[config.mk]
export PLATFORM = sky130hd
export DESIGN_NAME = sprite_quad_batch_generator_unit_flat
export DESIGN_NICKNAME = d
export VERILOG_FILES = /design/src/hdl/sqbg_pkg.sv /design/src/hdl/sqbg_if.sv /design/src/hdl/sqbg_mul.sv /design/src/hdl/sqbg_corner.sv /design/src/hdl/sprite_quad_batch_generator_unit.sv /design/src/flat_wrapper.sv
export SDC_FILE = /design/constraint.sdc
export NUM_CORES = 2
export LEC_CHECK = 0
export BUFFER_PORTS_ARGS = -buffer_cell sky130_fd_sc_hd__buf_2
export CAP_MARGIN = 20
export CORE_MARGIN = 2
export CORE_UTILIZATION = 40
export CTS_CLUSTER_SIZE = 8
export DETAILED_ROUTE_END_ITERATION = 8
export HOLD_SLACK_MARGIN = 0.1
export PLACE_DENSITY_LB_ADDON = 0.2
export SLEW_MARGIN = 40
export SYNTH_ARGS = -nofsm -noshare
export SYNTH_HDL_FRONTEND = slang
export SYNTH_SLANG_ARGS = --single-unit
[constraint.sdc]
create_clock -name i_clk -period 10.49 [get_ports i_clk]
set_clock_uncertainty 0.2 [all_clocks]
set_input_delay 1.049 -clock i_clk [delete_from_list [all_inputs] [get_ports i_clk]]
set_output_delay 1.049 -clock i_clk [all_outputs]
set_load 0.01 [all_outputs]
[src/hdl/sqbg_pkg.sv]
package sqbg_pkg;

    localparam int MAX_SLOTS    = 32;
    localparam int MAX_INDICES  = 6144;
    localparam int QUAD_INDICES = 6;
    localparam int SLOT_W       = 5;
    localparam int CNT_W        = 6;
    localparam int IDX_W        = 13;
    localparam int XY_W         = 24;
    localparam int Z_W          = 16;
    localparam int COLOR_W      = 32;
    localparam int SIZE_W       = 24;
    localparam int ANGLE_W      = 16;
    localparam int TEX_W        = 32;
    localparam int TRIG_W       = 16;
    localparam int MA_W         = 25;
    localparam int MB_W         = 17;
    localparam int MP_W         = 42;
    localparam int SUM_W        = 44;
    localparam int POS_W        = 28;

    localparam logic signed [POS_W-1:0] XY_MAX = POS_W'(8388607);
    localparam logic signed [POS_W-1:0] XY_MIN = -POS_W'(8388608);

    typedef enum logic [2:0] {
        S_IDLE,
        S_END,
        S_SEARCH,
        S_SIN,
        S_COS,
        S_MUL,
        S_OUT
    } t_state;

    // operands of one sine evaluation
    typedef struct packed {
        logic        sat;
        logic        neg;
        logic [14:0] base;
        logic [10:0] diff;
        logic [9:0]  frac;
    } t_trig_op;

    function automatic logic [14:0] quarter_sine(input logic [4:0] idx);
        logic [14:0] v;
        unique case (idx)
            5'd0:    v = 15'd0;
            5'd1:    v = 15'd1606;
            5'd2:    v = 15'd3196;
            5'd3:    v = 15'd4756;
            5'd4:    v = 15'd6270;
            5'd5:    v = 15'd7723;
            5'd6:    v = 15'd9102;
            5'd7:    v = 15'd10394;
            5'd8:    v = 15'd11585;
            5'd9:    v = 15'd12665;
            5'd10:   v = 15'd13623;
            5'd11:   v = 15'd14449;
            5'd12:   v = 15'd15137;
            5'd13:   v = 15'd15679;
            5'd14:   v = 15'd16069;
            5'd15:   v = 15'd16305;
            default: v = 15'd16384;
        endcase
        return v;
    endfunction

    function automatic t_trig_op trig_op(input logic [ANGLE_W-1:0] a);
        t_trig_op    op;
        logic [14:0] x;
        logic [4:0]  idx;
        logic [14:0] nxt;
        x        = a[14] ? (15'd16384 - {1'b0, a[13:0]}) : {1'b0, a[13:0]};
        idx      = x[14:10];
        op.sat   = idx[4];
        op.neg   = a[15];
        op.base  = quarter_sine(idx);
        nxt      = quarter_sine(idx + 5'd1);
        op.diff  = op.sat ? 11'd0 : 11'(nxt - op.base);
        op.frac  = x[9:0];
        return op;
    endfunction

    function automatic logic signed [TRIG_W-1:0] trig_val(input t_trig_op op,
                                                          input logic [MP_W-1:0] prod);
        logic [14:0] mag;
        mag = op.sat ? 15'd16384 : (op.base + {4'd0, prod[20:10]});
        return op.neg ? -$signed({1'b0, mag}) : $signed({1'b0, mag});
    endfunction

endpackage

[src/hdl/sqbg_if.sv]
interface sqbg_in_if;
    import sqbg_pkg::*;
    logic                      valid;
    logic                      ready;
    logic                      kind;
    logic signed [XY_W-1:0]    center_x;
    logic signed [XY_W-1:0]    center_y;
    logic signed [Z_W-1:0]     depth_z;
    logic [COLOR_W-1:0]        fill_color;
    logic [SIZE_W-1:0]         quad_width;
    logic [SIZE_W-1:0]         quad_height;
    logic [ANGLE_W-1:0]        angle;
    logic [TEX_W-1:0]          texture_id;
    modport source (output valid, kind, center_x, center_y, depth_z, fill_color,
                    quad_width, quad_height, angle, texture_id, input ready);
    modport sink   (input valid, kind, center_x, center_y, depth_z, fill_color,
                    quad_width, quad_height, angle, texture_id, output ready);
endinterface

interface sqbg_out_if;
    import sqbg_pkg::*;
    logic                      valid;
    logic                      ready;
    logic signed [XY_W-1:0]    vertex_x;
    logic signed [XY_W-1:0]    vertex_y;
    logic signed [Z_W-1:0]     vertex_z;
    logic [COLOR_W-1:0]        vertex_color;
    logic                      tex_u;
    logic                      tex_v;
    logic [SLOT_W-1:0]         slot_index;
    logic                      flush_before;
    logic [IDX_W-1:0]          flushed_indices;
    logic                      last;
    modport source (output valid, vertex_x, vertex_y, vertex_z, vertex_color, tex_u, tex_v,
                    slot_index, flush_before, flushed_indices, last, input ready);
    modport sink   (input valid, vertex_x, vertex_y, vertex_z, vertex_color, tex_u, tex_v,
                    slot_index, flush_before, flushed_indices, last, output ready);
endinterface

[src/hdl/sqbg_mul.sv]
module sqbg_mul
    import sqbg_pkg::*;
(
    input  logic                   i_clk,
    input  logic signed [MA_W-1:0] i_a,
    input  logic signed [MB_W-1:0] i_b,
    output logic signed [MP_W-1:0] o_p
);

    logic signed [MP_W-1:0] r_p;

    always_ff @(posedge i_clk) begin
        r_p <= i_a * i_b;
    end

    assign o_p = r_p;

endmodule

[src/hdl/sqbg_corner.sv]
module sqbg_corner
    import sqbg_pkg::*;
(
    input  logic signed [MP_W-1:0] i_p [4],
    input  logic [1:0]             i_corner,
    input  logic signed [XY_W-1:0] i_cx,
    input  logic signed [XY_W-1:0] i_cy,
    output logic signed [XY_W-1:0] o_x,
    output logic signed [XY_W-1:0] o_y
);

    // products: 0 = w*s, 1 = h*s, 2 = w*c, 3 = h*c
    logic                    sx_neg;
    logic                    sy_neg;
    logic signed [SUM_W-1:0] ws, hs, wc, hc;
    logic signed [SUM_W-1:0] tx, ty, rx, ry;
    logic signed [POS_W-1:0] px, py;

    function automatic logic signed [XY_W-1:0] clip(input logic signed [POS_W-1:0] v);
        logic signed [POS_W-1:0] c;
        if (v > XY_MAX) begin
            c = XY_MAX;
        end else if (v < XY_MIN) begin
            c = XY_MIN;
        end else begin
            c = v;
        end
        return c[XY_W-1:0];
    endfunction

    always_comb begin
        sx_neg = (i_corner == 2'd0) || (i_corner == 2'd3);
        sy_neg = !i_corner[1];
        ws = SUM_W'(i_p[0]);
        hs = SUM_W'(i_p[1]);
        wc = SUM_W'(i_p[2]);
        hc = SUM_W'(i_p[3]);
        tx = (sx_neg ? -wc : wc) - (sy_neg ? -hs : hs);
        ty = (sx_neg ? -ws : ws) + (sy_neg ? -hc : hc);
        // round half up, drop q14 scale and halve
        rx = (tx + SUM_W'(16384)) >>> 15;
        ry = (ty + SUM_W'(16384)) >>> 15;
        px = POS_W'(i_cx) + rx[POS_W-1:0];
        py = POS_W'(i_cy) + ry[POS_W-1:0];
        o_x = clip(px);
        o_y = clip(py);
    end

endmodule

[src/hdl/sprite_quad_batch_generator_unit.sv]
// sprite quad batch generator: takes one item at a time, either a sprite quad or an
// end-of-batch command. a quad first closes the open batch when its index count or its
// texture slots are full, then looks its texture up in the slot table one entry per
// cycle (claiming the next slot on a miss), evaluates sine and cosine of the angle
// and the four width/height products on one shared registered multiplier, and emits
// four corner items through an output register. the slot search visits at most the
// slots in use plus one. no clearing pass is needed after reset.
module sprite_quad_batch_generator_unit
    import sqbg_pkg::*;
(
    input  logic    i_clk,
    input  logic    i_rst_n,
    sqbg_in_if.sink    i_in,
    sqbg_out_if.source o_out
);

    // control state
    t_state            r_state, n_state;
    logic [CNT_W-1:0]  r_slots_used, n_slots_used;
    logic [IDX_W-1:0]  r_index_total, n_index_total;
    logic [CNT_W-1:0]  r_idx, n_idx;
    logic [2:0]        r_step, n_step;
    logic [1:0]        r_corner, n_corner;
    logic              r_ovalid, n_ovalid;

    // quad payload
    logic signed [XY_W-1:0]   r_cx, r_cy;
    logic signed [Z_W-1:0]    r_z;
    logic [COLOR_W-1:0]       r_color;
    logic [SIZE_W-1:0]        r_w, r_h;
    logic [ANGLE_W-1:0]       r_angle;
    logic [TEX_W-1:0]         r_tex;
    logic                     r_flush;
    logic [IDX_W-1:0]         r_fcnt;
    logic [SLOT_W-1:0]        r_slot;
    logic signed [TRIG_W-1:0] r_sin, r_cos;
    logic signed [MP_W-1:0]   r_p [4];
    logic [TEX_W-1:0]         r_table [1:MAX_SLOTS-1];

    // output register
    logic signed [XY_W-1:0]   r_ox, r_oy;
    logic signed [Z_W-1:0]    r_oz;
    logic [COLOR_W-1:0]       r_ocolor;
    logic                     r_ou, r_ov;
    logic [SLOT_W-1:0]        r_oslot;
    logic                     r_oflush;
    logic [IDX_W-1:0]         r_ofcnt;
    logic                     r_olast;

    logic                     accept, out_free, load_end, load_corner;
    logic                     search_hit, search_miss;
    logic [TEX_W-1:0]         table_rd;
    t_trig_op                 op_s, op_c;
    logic signed [MA_W-1:0]   mul_a;
    logic signed [MB_W-1:0]   mul_b;
    logic signed [MP_W-1:0]   mul_p;
    logic signed [XY_W-1:0]   cx_out, cy_out;

    sqbg_mul u_mul (
        .i_clk (i_clk),
        .i_a   (mul_a),
        .i_b   (mul_b),
        .o_p   (mul_p)
    );

    sqbg_corner u_corner (
        .i_p      (r_p),
        .i_corner (r_corner),
        .i_cx     (r_cx),
        .i_cy     (r_cy),
        .o_x      (cx_out),
        .o_y      (cy_out)
    );

    assign i_in.ready  = (r_state == S_IDLE);
    assign accept      = i_in.valid && i_in.ready;
    assign out_free    = !r_ovalid || o_out.ready;
    assign load_end    = (r_state == S_END) && out_free;
    assign load_corner = (r_state == S_OUT) && out_free;

    // slot 0 is reserved and always reads as untextured
    assign table_rd    = (r_idx[SLOT_W-1:0] == '0) ? '0 : r_table[r_idx[SLOT_W-1:0]];
    assign search_miss = (r_state == S_SEARCH) && (r_idx >= r_slots_used);
    assign search_hit  = (r_state == S_SEARCH) && !search_miss && (table_rd == r_tex);

    assign op_s = trig_op(r_angle);
    assign op_c = trig_op(r_angle + ANGLE_W'(16384));

    // shared multiplier operands
    always_comb begin
        mul_a = '0;
        mul_b = '0;
        unique case (r_state)
            S_SIN: begin
                mul_a = MA_W'(op_s.diff);
                mul_b = MB_W'(op_s.frac);
            end
            S_COS: begin
                mul_a = MA_W'(op_c.diff);
                mul_b = MB_W'(op_c.frac);
            end
            S_MUL: begin
                mul_a = MA_W'(r_step[0] ? r_h : r_w);
                mul_b = MB_W'(r_step[1] ? r_cos : r_sin);
            end
            default: begin
                mul_a = '0;
                mul_b = '0;
            end
        endcase
    end

    // sequencer
    always_comb begin
        n_state       = r_state;
        n_slots_used  = r_slots_used;
        n_index_total = r_index_total;
        n_idx         = r_idx;
        n_step        = r_step;
        n_corner      = r_corner;
        n_ovalid      = (load_end || load_corner) ? 1'b1 : (o_out.ready ? 1'b0 : r_ovalid);
        unique case (r_state)
            S_IDLE: begin
                if (accept) begin
                    if (i_in.kind) begin
                        n_slots_used  = CNT_W'(1);
                        n_index_total = '0;
                        n_state       = S_END;
                    end else begin
                        // close a full batch before this quad
                        if (r_index_total >= IDX_W'(MAX_INDICES) ||
                            r_slots_used >= CNT_W'(MAX_SLOTS)) begin
                            n_slots_used  = CNT_W'(1);
                            n_index_total = IDX_W'(QUAD_INDICES);
                        end else begin
                            n_index_total = r_index_total + IDX_W'(QUAD_INDICES);
                        end
                        n_idx   = '0;
                        n_state = S_SEARCH;
                    end
                end
            end
            S_END: begin
                if (out_free) begin
                    n_state = S_IDLE;
                end
            end
            S_SEARCH: begin
                if (search_miss) begin
                    n_slots_used = r_slots_used + CNT_W'(1);
                    n_state      = S_SIN;
                end else if (search_hit) begin
                    n_state = S_SIN;
                end else begin
                    n_idx = r_idx + CNT_W'(1);
                end
            end
            S_SIN: begin
                n_state = S_COS;
            end
            S_COS: begin
                n_step  = '0;
                n_state = S_MUL;
            end
            S_MUL: begin
                n_step = r_step + 3'd1;
                if (r_step == 3'd4) begin
                    n_corner = '0;
                    n_state  = S_OUT;
                end
            end
            S_OUT: begin
                if (out_free) begin
                    n_corner = r_corner + 2'd1;
                    if (r_corner == 2'd3) begin
                        n_state = S_IDLE;
                    end
                end
            end
            default: begin
                n_state = S_IDLE;
            end
        endcase
    end

    always_ff @(posedge i_clk) begin
        if (!i_rst_n) begin
            r_state       <= S_IDLE;
            r_slots_used  <= CNT_W'(1);
            r_index_total <= '0;
            r_idx         <= '0;
            r_step        <= '0;
            r_corner      <= '0;
            r_ovalid      <= 1'b0;
        end else begin
            r_state       <= n_state;
            r_slots_used  <= n_slots_used;
            r_index_total <= n_index_total;
            r_idx         <= n_idx;
            r_step        <= n_step;
            r_corner      <= n_corner;
            r_ovalid      <= n_ovalid;
        end
    end

    // payload registers
    always_ff @(posedge i_clk) begin
        if (accept) begin
            r_cx    <= i_in.center_x;
            r_cy    <= i_in.center_y;
            r_z     <= i_in.depth_z;
            r_color <= i_in.fill_color;
            r_w     <= i_in.quad_width;
            r_h     <= i_in.quad_height;
            r_angle <= i_in.angle;
            r_tex   <= i_in.texture_id;
            r_fcnt  <= r_index_total;
            r_flush <= i_in.kind || (r_index_total >= IDX_W'(MAX_INDICES)) ||
                       (r_slots_used >= CNT_W'(MAX_SLOTS));
        end
        if (search_miss) begin
            r_slot                        <= r_slots_used[SLOT_W-1:0];
            r_table[r_slots_used[SLOT_W-1:0]] <= r_tex;
        end else if (search_hit) begin
            r_slot <= r_idx[SLOT_W-1:0];
        end
        if (r_state == S_COS) begin
            r_sin <= trig_val(op_s, mul_p);
        end
        if (r_state == S_MUL && r_step == 3'd0) begin
            r_cos <= trig_val(op_c, mul_p);
        end
        if (r_state == S_MUL && r_step != 3'd0) begin
            r_p[2'(r_step - 3'd1)] <= mul_p;
        end
        if (load_end) begin
            r_ox     <= '0;
            r_oy     <= '0;
            r_oz     <= '0;
            r_ocolor <= '0;
            r_ou     <= 1'b0;
            r_ov     <= 1'b0;
            r_oslot  <= '0;
            r_oflush <= 1'b1;
            r_ofcnt  <= r_fcnt;
            r_olast  <= 1'b1;
        end else if (load_corner) begin
            r_ox     <= cx_out;
            r_oy     <= cy_out;
            r_oz     <= r_z;
            r_ocolor <= r_color;
            // uv corners in order (0,0) (1,0) (1,1) (0,1)
            r_ou     <= r_corner[0] ^ r_corner[1];
            r_ov     <= r_corner[1];
            r_oslot  <= r_slot;
            r_oflush <= (r_corner == 2'd0) && r_flush;
            r_ofcnt  <= ((r_corner == 2'd0) && r_flush) ? r_fcnt : '0;
            r_olast  <= (r_corner == 2'd3);
        end
    end

    assign o_out.valid           = r_ovalid;
    assign o_out.vertex_x        = r_ox;
    assign o_out.vertex_y        = r_oy;
    assign o_out.vertex_z        = r_oz;
    assign o_out.vertex_color    = r_ocolor;
    assign o_out.tex_u           = r_ou;
    assign o_out.tex_v           = r_ov;
    assign o_out.slot_index      = r_oslot;
    assign o_out.flush_before    = r_oflush;
    assign o_out.flushed_indices = r_ofcnt;
    assign o_out.last            = r_olast;

    // slot count stays within the table
    a_slots_range: assert property (@(posedge i_clk) disable iff (!i_rst_n)
        (r_slots_used >= CNT_W'(1)) && (r_slots_used <= CNT_W'(MAX_SLOTS)))
        else $error("slot count out of range");

    // the search index never passes the count of slots in use
    a_search_bound: assert property (@(posedge i_clk) disable iff (!i_rst_n)
        (r_state == S_SEARCH) |-> (r_idx <= r_slots_used))
        else $error("slot search past used slots");

    // a flush is only reported on the first corner or on an end item
    a_flush_first: assert property (@(posedge i_clk) disable iff (!i_rst_n)
        (o_out.valid && o_out.flush_before) |-> (!o_out.tex_u && !o_out.tex_v))
        else $error("flush reported on a later corner");

    // index count stays below the limit plus one quad
    a_index_bound: assert property (@(posedge i_clk) disable iff (!i_rst_n)
        r_index_total < IDX_W'(MAX_INDICES + QUAD_INDICES))
        else $error("index count overflow");

endmodule

[src/flat_wrapper.sv]
// flat-port wrapper written by rule: the top's interface ports become plain ports
module sprite_quad_batch_generator_unit_flat import sqbg_pkg::*;
  (i_clk, i_rst_n, i_in_valid, i_in_kind, i_in_center_x, i_in_center_y, i_in_depth_z, i_in_fill_color, i_in_quad_width, i_in_quad_height, i_in_angle, i_in_texture_id, i_in_ready, o_out_valid, o_out_vertex_x, o_out_vertex_y, o_out_vertex_z, o_out_vertex_color, o_out_tex_u, o_out_tex_v, o_out_slot_index, o_out_flush_before, o_out_flushed_indices, o_out_last, o_out_ready);
  sqbg_in_if i_in_i ();
  sqbg_out_if o_out_i ();
  input  logic i_clk;
  input  logic i_rst_n;
  input wire logic [$bits(i_in_i.valid)-1:0] i_in_valid;
  input wire logic [$bits(i_in_i.kind)-1:0] i_in_kind;
  input wire logic [$bits(i_in_i.center_x)-1:0] i_in_center_x;
  input wire logic [$bits(i_in_i.center_y)-1:0] i_in_center_y;
  input wire logic [$bits(i_in_i.depth_z)-1:0] i_in_depth_z;
  input wire logic [$bits(i_in_i.fill_color)-1:0] i_in_fill_color;
  input wire logic [$bits(i_in_i.quad_width)-1:0] i_in_quad_width;
  input wire logic [$bits(i_in_i.quad_height)-1:0] i_in_quad_height;
  input wire logic [$bits(i_in_i.angle)-1:0] i_in_angle;
  input wire logic [$bits(i_in_i.texture_id)-1:0] i_in_texture_id;
  output wire logic [$bits(i_in_i.ready)-1:0] i_in_ready;
  output wire logic [$bits(o_out_i.valid)-1:0] o_out_valid;
  output wire logic [$bits(o_out_i.vertex_x)-1:0] o_out_vertex_x;
  output wire logic [$bits(o_out_i.vertex_y)-1:0] o_out_vertex_y;
  output wire logic [$bits(o_out_i.vertex_z)-1:0] o_out_vertex_z;
  output wire logic [$bits(o_out_i.vertex_color)-1:0] o_out_vertex_color;
  output wire logic [$bits(o_out_i.tex_u)-1:0] o_out_tex_u;
  output wire logic [$bits(o_out_i.tex_v)-1:0] o_out_tex_v;
  output wire logic [$bits(o_out_i.slot_index)-1:0] o_out_slot_index;
  output wire logic [$bits(o_out_i.flush_before)-1:0] o_out_flush_before;
  output wire logic [$bits(o_out_i.flushed_indices)-1:0] o_out_flushed_indices;
  output wire logic [$bits(o_out_i.last)-1:0] o_out_last;
  input wire logic [$bits(o_out_i.ready)-1:0] o_out_ready;
  assign i_in_i.valid = i_in_valid;
  assign i_in_i.kind = i_in_kind;
  assign i_in_i.center_x = i_in_center_x;
  assign i_in_i.center_y = i_in_center_y;
  assign i_in_i.depth_z = i_in_depth_z;
  assign i_in_i.fill_color = i_in_fill_color;
  assign i_in_i.quad_width = i_in_quad_width;
  assign i_in_i.quad_height = i_in_quad_height;
  assign i_in_i.angle = i_in_angle;
  assign i_in_i.texture_id = i_in_texture_id;
  assign i_in_ready = i_in_i.ready;
  assign o_out_valid = o_out_i.valid;
  assign o_out_vertex_x = o_out_i.vertex_x;
  assign o_out_vertex_y = o_out_i.vertex_y;
  assign o_out_vertex_z = o_out_i.vertex_z;
  assign o_out_vertex_color = o_out_i.vertex_color;
  assign o_out_tex_u = o_out_i.tex_u;
  assign o_out_tex_v = o_out_i.tex_v;
  assign o_out_slot_index = o_out_i.slot_index;
  assign o_out_flush_before = o_out_i.flush_before;
  assign o_out_flushed_indices = o_out_i.flushed_indices;
  assign o_out_last = o_out_i.last;
  assign o_out_i.ready = o_out_ready;
  sprite_quad_batch_generator_unit u_core (.i_clk(i_clk), .i_rst_n(i_rst_n), .i_in(i_in_i), .o_out(o_out_i));
endmodule
[Word-level counts from Yosys, hierarchy flattened]
Memories as Yosys holds them, arrays and structs flattened. A register that Yosys moved wholly into a read port is not among the register bits.
Cells that the tools add are included.
Storage, ports and cells
  register bits: 605
  memory bits (writable): 992
  memories: 5
  input bits: 197
  memory bits (read-only): 896
Memory list
  u_core.r_table: words 31, width 32, rd ports 1, clocked after Yosys merged registers in 1, write ports 1, RTL line sprite_quad_batch_generator_unit.sv:38  | logic [TEX_W-1:0] r_table [1:MAX_SLOTS-1];
  (name not given): words 16, width 14, rd ports 1, clocked after Yosys merged registers in 0, write ports 0, RTL line sqbg_pkg.sv:46  | unique case (idx)
  (name not given): words 16, width 14, rd ports 1, clocked after Yosys merged registers in 0, write ports 0, RTL line sqbg_pkg.sv:46
  (name not given): words 16, width 14, rd ports 1, clocked after Yosys merged registers in 0, write ports 0, RTL line sqbg_pkg.sv:46
  (name not given): words 16, width 14, rd ports 1, clocked after Yosys merged registers in 0, write ports 0, RTL line sqbg_pkg.sv:46
Cells by class
  bitwise operators: 2
  multipliers: 1
  add/sub/neg operators: 27
  equality and inequality tests: 20
  reduce and logical (&&, ||, !) cells: 34
  muxes and demuxes: 64
  $lt $le $gt $ge: 9
Operators with widths (number)
  43-bit two-way mux: 4
  42-bit negation with 43-bit output: 4
  168-bit bitwise mux: 1
  15-bit two-way mux: 8
  24-bit two-way mux: 5
  43-bit by 16-bit adder with 43-bit output, second input constant: 2
  42-bit demux with 2-bit select: 1
  24-bit one-hot mux with 3 select lines: 1
  13-bit two-way mux: 5
  28-bit adder: 2
  28-bit by 24-bit > comparator with 1-bit output, second input constant: 2
  28-bit by 24-bit less-than comparator with 1-bit output, second input constant: 2
  17-bit one-hot mux with 3 select lines: 1
  6-bit two-way mux: 8
  11-bit two-way mux: 4
  43-bit adder: 1
  43-bit subtractor: 1
  25-bit by 17-bit multiplier with 42-bit output: 1
  42-bit two-way mux: 1
  32-bit == test: 1
  32-bit two-way mux: 1
  15-bit negation with 16-bit output: 2
  15-bit by 11-bit adder with 15-bit output: 2
  15-bit by 14-bit subtractor with 15-bit output, first input constant: 2
  other kinds (45): 95

[Longest topological paths before layout]
  depth after elaboration: 10
  gate-level depth with buffers: 54

[Hierarchy]
A second synthesis with hierarchy kept.
Second synthesis, totals
  cells, all modules: 7049
  area, all modules: 89340.7 µm²
Modules (own cells, without submodules)
  sprite_quad_batch_generator_unit: cells an instance 3826, area each 62479.9 µm², seq. area each 45323.5 µm², times used 1
  sqbg_mul: cells an instance 1702, area each 15843.9 µm², seq. area each 840.8 µm², times used 1
  sqbg_corner: cells an instance 1521, area each 11016.8 µm², seq. area each 0.0 µm², times used 1

[Worst setup path before layout]
No wires, ideal clock.
  path type: flip-flop to flip-flop
  start: register u_core.r_angle[8]
  end: register u_core.u_mul.r_p[41] (netlist: u_core.u_mul.o_p[41])
  required time: 10.170 ns
  data arrival time: 10.944 ns
  stages on the path, launching flop included: 49
  path slack: -0.774 ns
  path through: edfxtp_1 nor4_2 nor2b_1 a21o_1 xor2_1 inv_1 ha_1 nand2b_1 and2_1 clkbuf_1 xnor2_1 nor2_1 nor3_1 ha_1 nor2b_1 o21ai_0 a21boi_0 o21ai_0 [13 not listed] fa_1 fa_1 inv_1 fa_1 inv_1 ha_1 a21o_1 a21o_1 a2111o_1 a21o_1 nand2_1 nand3b_1 a211o_1 a2111oi_0 a2111o_1 nor2_1 o21bai_1 xnor2_1
On the way
  longest elaborated chain between the ends: 10
  elaborated cells on any way between the ends: 22
  those cells by class: 7 x add/sub; 1 x mul; 10 x mux; 4 x memory
Ends and longest elaborated chain
  start: declaration: RTL line sprite_quad_batch_generator_unit.sv:31  | logic [ANGLE_W-1:0] r_angle;
  start signal: assignment: RTL line sprite_quad_batch_generator_unit.sv:215  | r_angle <= i_in.angle;
  16-bit by 15-bit adder with 16-bit output: RTL line sprite_quad_batch_generator_unit.sv:87  | assign op_c = trig_op(r_angle + ANGLE_W'(16384));
  15-bit by 14-bit subtractor with 15-bit output: RTL line sqbg_pkg.sv:73  | x = a[14] ? (15'd16384 - {1'b0, a[13:0]}) : {1'b0, a[13:0]};
  15-bit two-way mux: RTL line sqbg_pkg.sv:73
  5-bit by 1-bit adder with 5-bit output: RTL line sqbg_pkg.sv:78  | nxt = quarter_sine(idx + 5'd1);
  memory read 16 x 14 bit
  11-bit two-way mux: RTL line sqbg_pkg.sv:46
  11-bit subtractor: RTL line sqbg_pkg.sv:79  | op.diff = op.sat ? 11'd0 : 11'(nxt - op.base);
  11-bit two-way mux: RTL line sqbg_pkg.sv:79
  24-bit one-hot mux with 3 select lines: RTL line sprite_quad_batch_generator_unit.sv:93  | unique case (r_state)
  25-bit by 17-bit multiplier with 42-bit output (*): RTL line sqbg_mul.sv:13  | r_p <= i_a * i_b;
  end signal: assignment: RTL line sqbg_mul.sv:13
  end: declaration: RTL line sqbg_mul.sv:10  | logic signed [MP_W-1:0] r_p;
Every way passes the cells marked *; elsewhere a longest branch is shown, timed or not.
A chain may end at the register's enable or synchronous reset.

[Worst setup path after layout]
  start: register u_core.r_angle[2]
  end: register u_core.u_mul.r_p[41] (netlist: u_core.u_mul.o_p[41])
Same word-level chain as after synthesis.

==> results by group <==
Detailed routing
  – Wire per inst: 23.6 um
  – Routed Antenna Nets: 0
  – DRT Wirelength: 248 mm
  – Drt pass-1 iters: 5
  – DR DRC count: 0
  – Vias/cell: 5.41
  – Initial drt markers: 4,242
  – Total number of vias: 56.7k

Yosys
  – Yosys Warn Count: 0
  – Most area-hungry cell type in the Yosys netlist: edfxtp_1
  – Yosys top cell area share: 49.2%
  – Most used flip-flop cell after synthesis: edfxtp_1
  – #FFs+latches synth: 1,599
  – EDFF count, synth: 1,414
  – Syn_area_per_cell: 12.8 um^2
  – Count of cell types in the netlist: 101
  – Sequential share of the synthesized area: 53.5%
  – Synth Instances: 6,727
  – Post-Syn Area: 0.0863 mm^2
  – Asr flop ratio synth: 0%
  – Ranking of synthesized cells by area: edfxtp_1 49%, fa_1 7.8%, ha_1 6.4%, mux4_2 6.0%, dfxtp_1 4.3%
  – Synthesized net count: 7,702

STA
  – Final worst-path cycle share: 101%
  – Final Hold Fails: 0
  – Actual slew at the worst max-slew pin: 0.905 ns
  – Max-slew headroom: 38.0%
  – Final worst setup slack: -0.142 ns
  – Pins Over Slew Limit: 0
  – Fmax: 0.0941 GHz
  – Worst hold margin: 0.171 ns
  – Setup violators final: 2
  – Setup TNS: -0.204 ns
  – Final Critical Period: 10.63 ns
  – Setup repair after global routing missed its margin: true

Power and ir drop
  – LEAKAGE: 0.0390 uW
  – Sequential share of power: 44.0%
  – Peak supply drop: 0.189 mV
  – Sw frac: 25.8%
  – Switching power total: 4220 uW
  – Internal: 12,100 uW
  – Power Density: 160 mW/mm^2
  – Clock Power Share: 40.2%
  – Design Power: 16,400 uW
  – Part of the power in combinational logic: 15.8%

Layout
  – FILL cells: 19.1k
  – Commonest non-fill, non-tap cell in the layout: edfxtp_1
  – # nets final: 8,506
  – Final instance area: 0.102 mm^2
  – Utilization after layout: 47.6%
  – Layout cells sized above 1: 20.2%
  – Area delta synth->final: 18.3%
  – Commonest non-fill, non-tap cells in the layout: 1,414 x edfxtp_1, 587 x nand2_1, 529 x inv_1, 526 x nor2_1, 438 x buf_4

Place
  – Gpl congestion: 0.923
  – DP HPWL: 172 mm
  – Placed Area: 0.0941 mm^2
  – Port bufs: 315

Clock tree
  – CTS max path bufs: 3
  – CTS tree: yes
  – CTS buffer count: 222
  – Clock tree root buffer cell: clkbuf_16
  – Num Clock Sinks: 1,599
  – CTS H-tree lvls: 4
  – Clock-pin slew on the worst setup and hold paths: 0.05 ns
  – Clock latency on the worst-skew pair: 0.89 ns

Worst setup path
  – CP Class: reg2reg
  – Buf+Inv Stages, Crit Path: 9
  – Critical Path RT: 10.96 ns
  – Worst flop-to-flop path endpoint: u_core.u_mul.o_p[41]
  – Family with the most delay on the worst path: adder cells
  – Max FO, Critical Path: 5
  – Worst endpoint data arrival time: 11.10 ns
  – Crit path largest cell delay: 0.52 ns
  – Most frequent CP cell: fa_1
  – Cell count of the worst reg-to-reg path: 48
  – Slowest-stage cell, CP: fa_1
  – Total stage count of the critical path: 48
  – Worst Setup End Kind: register
  – R2R setup slack: -0.14 ns
  – Startpoint Class: register
  – FF-to-FF Start: u_core.r_angle[2]

Floorplan
  – Die Ht: 468 um
  – Starting Density: 40.2%
  – Area of the core: 0.214 mm^2
  – Die W: 468 um
  – Rows: 170
  – # IOs: 317
  – DIE AREA: 0.219 mm^2

Global route
  – Initial antenna violation count: 11
  – Grt ovf: 0
  – Vias in the first global route: 57.3k
  – GR Util All Layers: 22.4%
  – Largest net degree at the start of global routing: 127
  – First-pass GRT wire length: 368 mm

Status
  – Failing checks: negative setup slack
  – Outcome: finished, violations left

Worst hold path
  – Hold depth: 1
  – Worst Hold Endpoint: u_core.r_tex[5]
  – Hold path start: i_in_texture_id[5]
  – Worst min path class: in2reg

Job
  – Max cap viols: 0
==> per-layer routing <==
layer | part of all wire, % | vias up | GRT usage, %
met1 | 44 | 28600 | 31.4
met5 | 0.0081 | - | 0
met2 | 46 | 1811 | 35.6
li1 | - | 26000 | -
met4 | 3.3 | 2 | 7.51
met3 | 6.1 | 343 | 3.49
==> metrics by stage <==
stage                     cells  setup slack (ns)
after floorplan            6727            0.0119
after global placement    10000            -0.580
after detailed placement  10100            -0.654
after CTS                 10500            -0.278
after global routing      10500            -0.613
final                     10500            -0.142
==> registers in the layout (all words and copies together), names as in the netlist, 24 cells and up, named ones only <==
register	count
u_core.o_out.vertex_color	32
u_core.o_out.vertex_x	24
u_core.o_out.vertex_y	24
u_core.r_color	32
u_core.r_cx	24
u_core.r_cy	24
u_core.r_h	24
u_core.r_p	168
u_core.r_table	992
u_core.r_tex	32
u_core.r_w	24
u_core.u_mul.o_p	42
==> synth_stat cells (all sizes together), types with 34 or more instances <==
| cell | number |
|---|---|
| nand2 | 594 |
| a211oi | 38 |
| nor3 | 100 |
| edfxtp | 1414 |
| fa | 335 |
| and2 | 51 |
| clkbuf | 167 |
| mux2i | 82 |
| nand3 | 82 |
| xor2 | 191 |
| mux4 | 231 |
| inv | 543 |
| nor4 | 40 |
| o21ai | 186 |
| ha | 443 |
| a21o | 94 |
| a21oi | 409 |
| nand2b | 52 |
| a31oi | 64 |
| mux2 | 34 |
| xnor2 | 217 |
| nor2 | 571 |
| nor2b | 38 |
| buf | 88 |
| dfxtp | 185 |
| and3 | 35 |
==> worst max path at each step <==
stage                                 endpoint              start
final                     u_core.u_mul.o_p[41]  u_core.r_angle[2]
after global routing      u_core.u_mul.o_p[41]  u_core.r_angle[1]
after CTS                 u_core.u_mul.o_p[41]  u_core.r_angle[1]
after detailed placement  u_core.u_mul.o_p[40]  u_core.r_angle[0]
after global placement    u_core.u_mul.o_p[41]  u_core.r_angle[0]
after floorplan           u_core.u_mul.o_p[41]  u_core.r_angle[2]
==> logic make-up (layout without fill, tap and decap cells) <==
logic type,Yosys count,after routing,share of synthesized area (%)
and+or+nand+nor,1682,1682,8.72
other,1,8,0.00435
xor gates and xnor gates,409,409,4.21
DFF,1599,1599,53.5
AOI/OAI and AO/OA,1109,1109,8.22
muxes,347,347,7.43
adders and majority gates,779,779,14.2
buffers and inverters,801,1715,3.70
==> cell type report <==
class | instances | area (um^2) | share of cell area (%)
multi-input combinational | 4327 | 38100 | 37.3
clock buffer | 310 | 5930 | 5.81
tap | 2838 | 3550 | 3.48
antenna | 7 | 17.5 | 0.0172
clock inverter | 24 | 447 | 0.438
inverter | 546 | 2070 | 2.02
sequential | 1599 | 46200 | 45.2
timing repair buffer | 835 | 5820 | 5.70
==> power groups by stage <==
stage | Combinational, uW | Sequential [uW] | Clock, uW
after floorplan | 1370 | 7370 | 0
after global placement | 2370 | 7340 | 0
after detailed placement | 2410 | 7320 | 0
after CTS | 2510 | 7200 | 6740
after global routing | 2790 | 7200 | 6990
final | 2580 | 7200 | 6580
==> timing repair <==
| item | in CTS | in global routing |
|---|---|---|
| buffers inserted | 16 | 28 |
| resized for setup | 69 | 103 |
| pin swaps | 53 | 117 |
| gates cloned | 1 | 0 |
| endpoints found under the hold margin | 48 | 0 |
| endpoints found under the setup margin | 21 | 22 |
| hold buffers | 48 | 0 |
No activity file was read; power rests on OpenSTA's default activity.
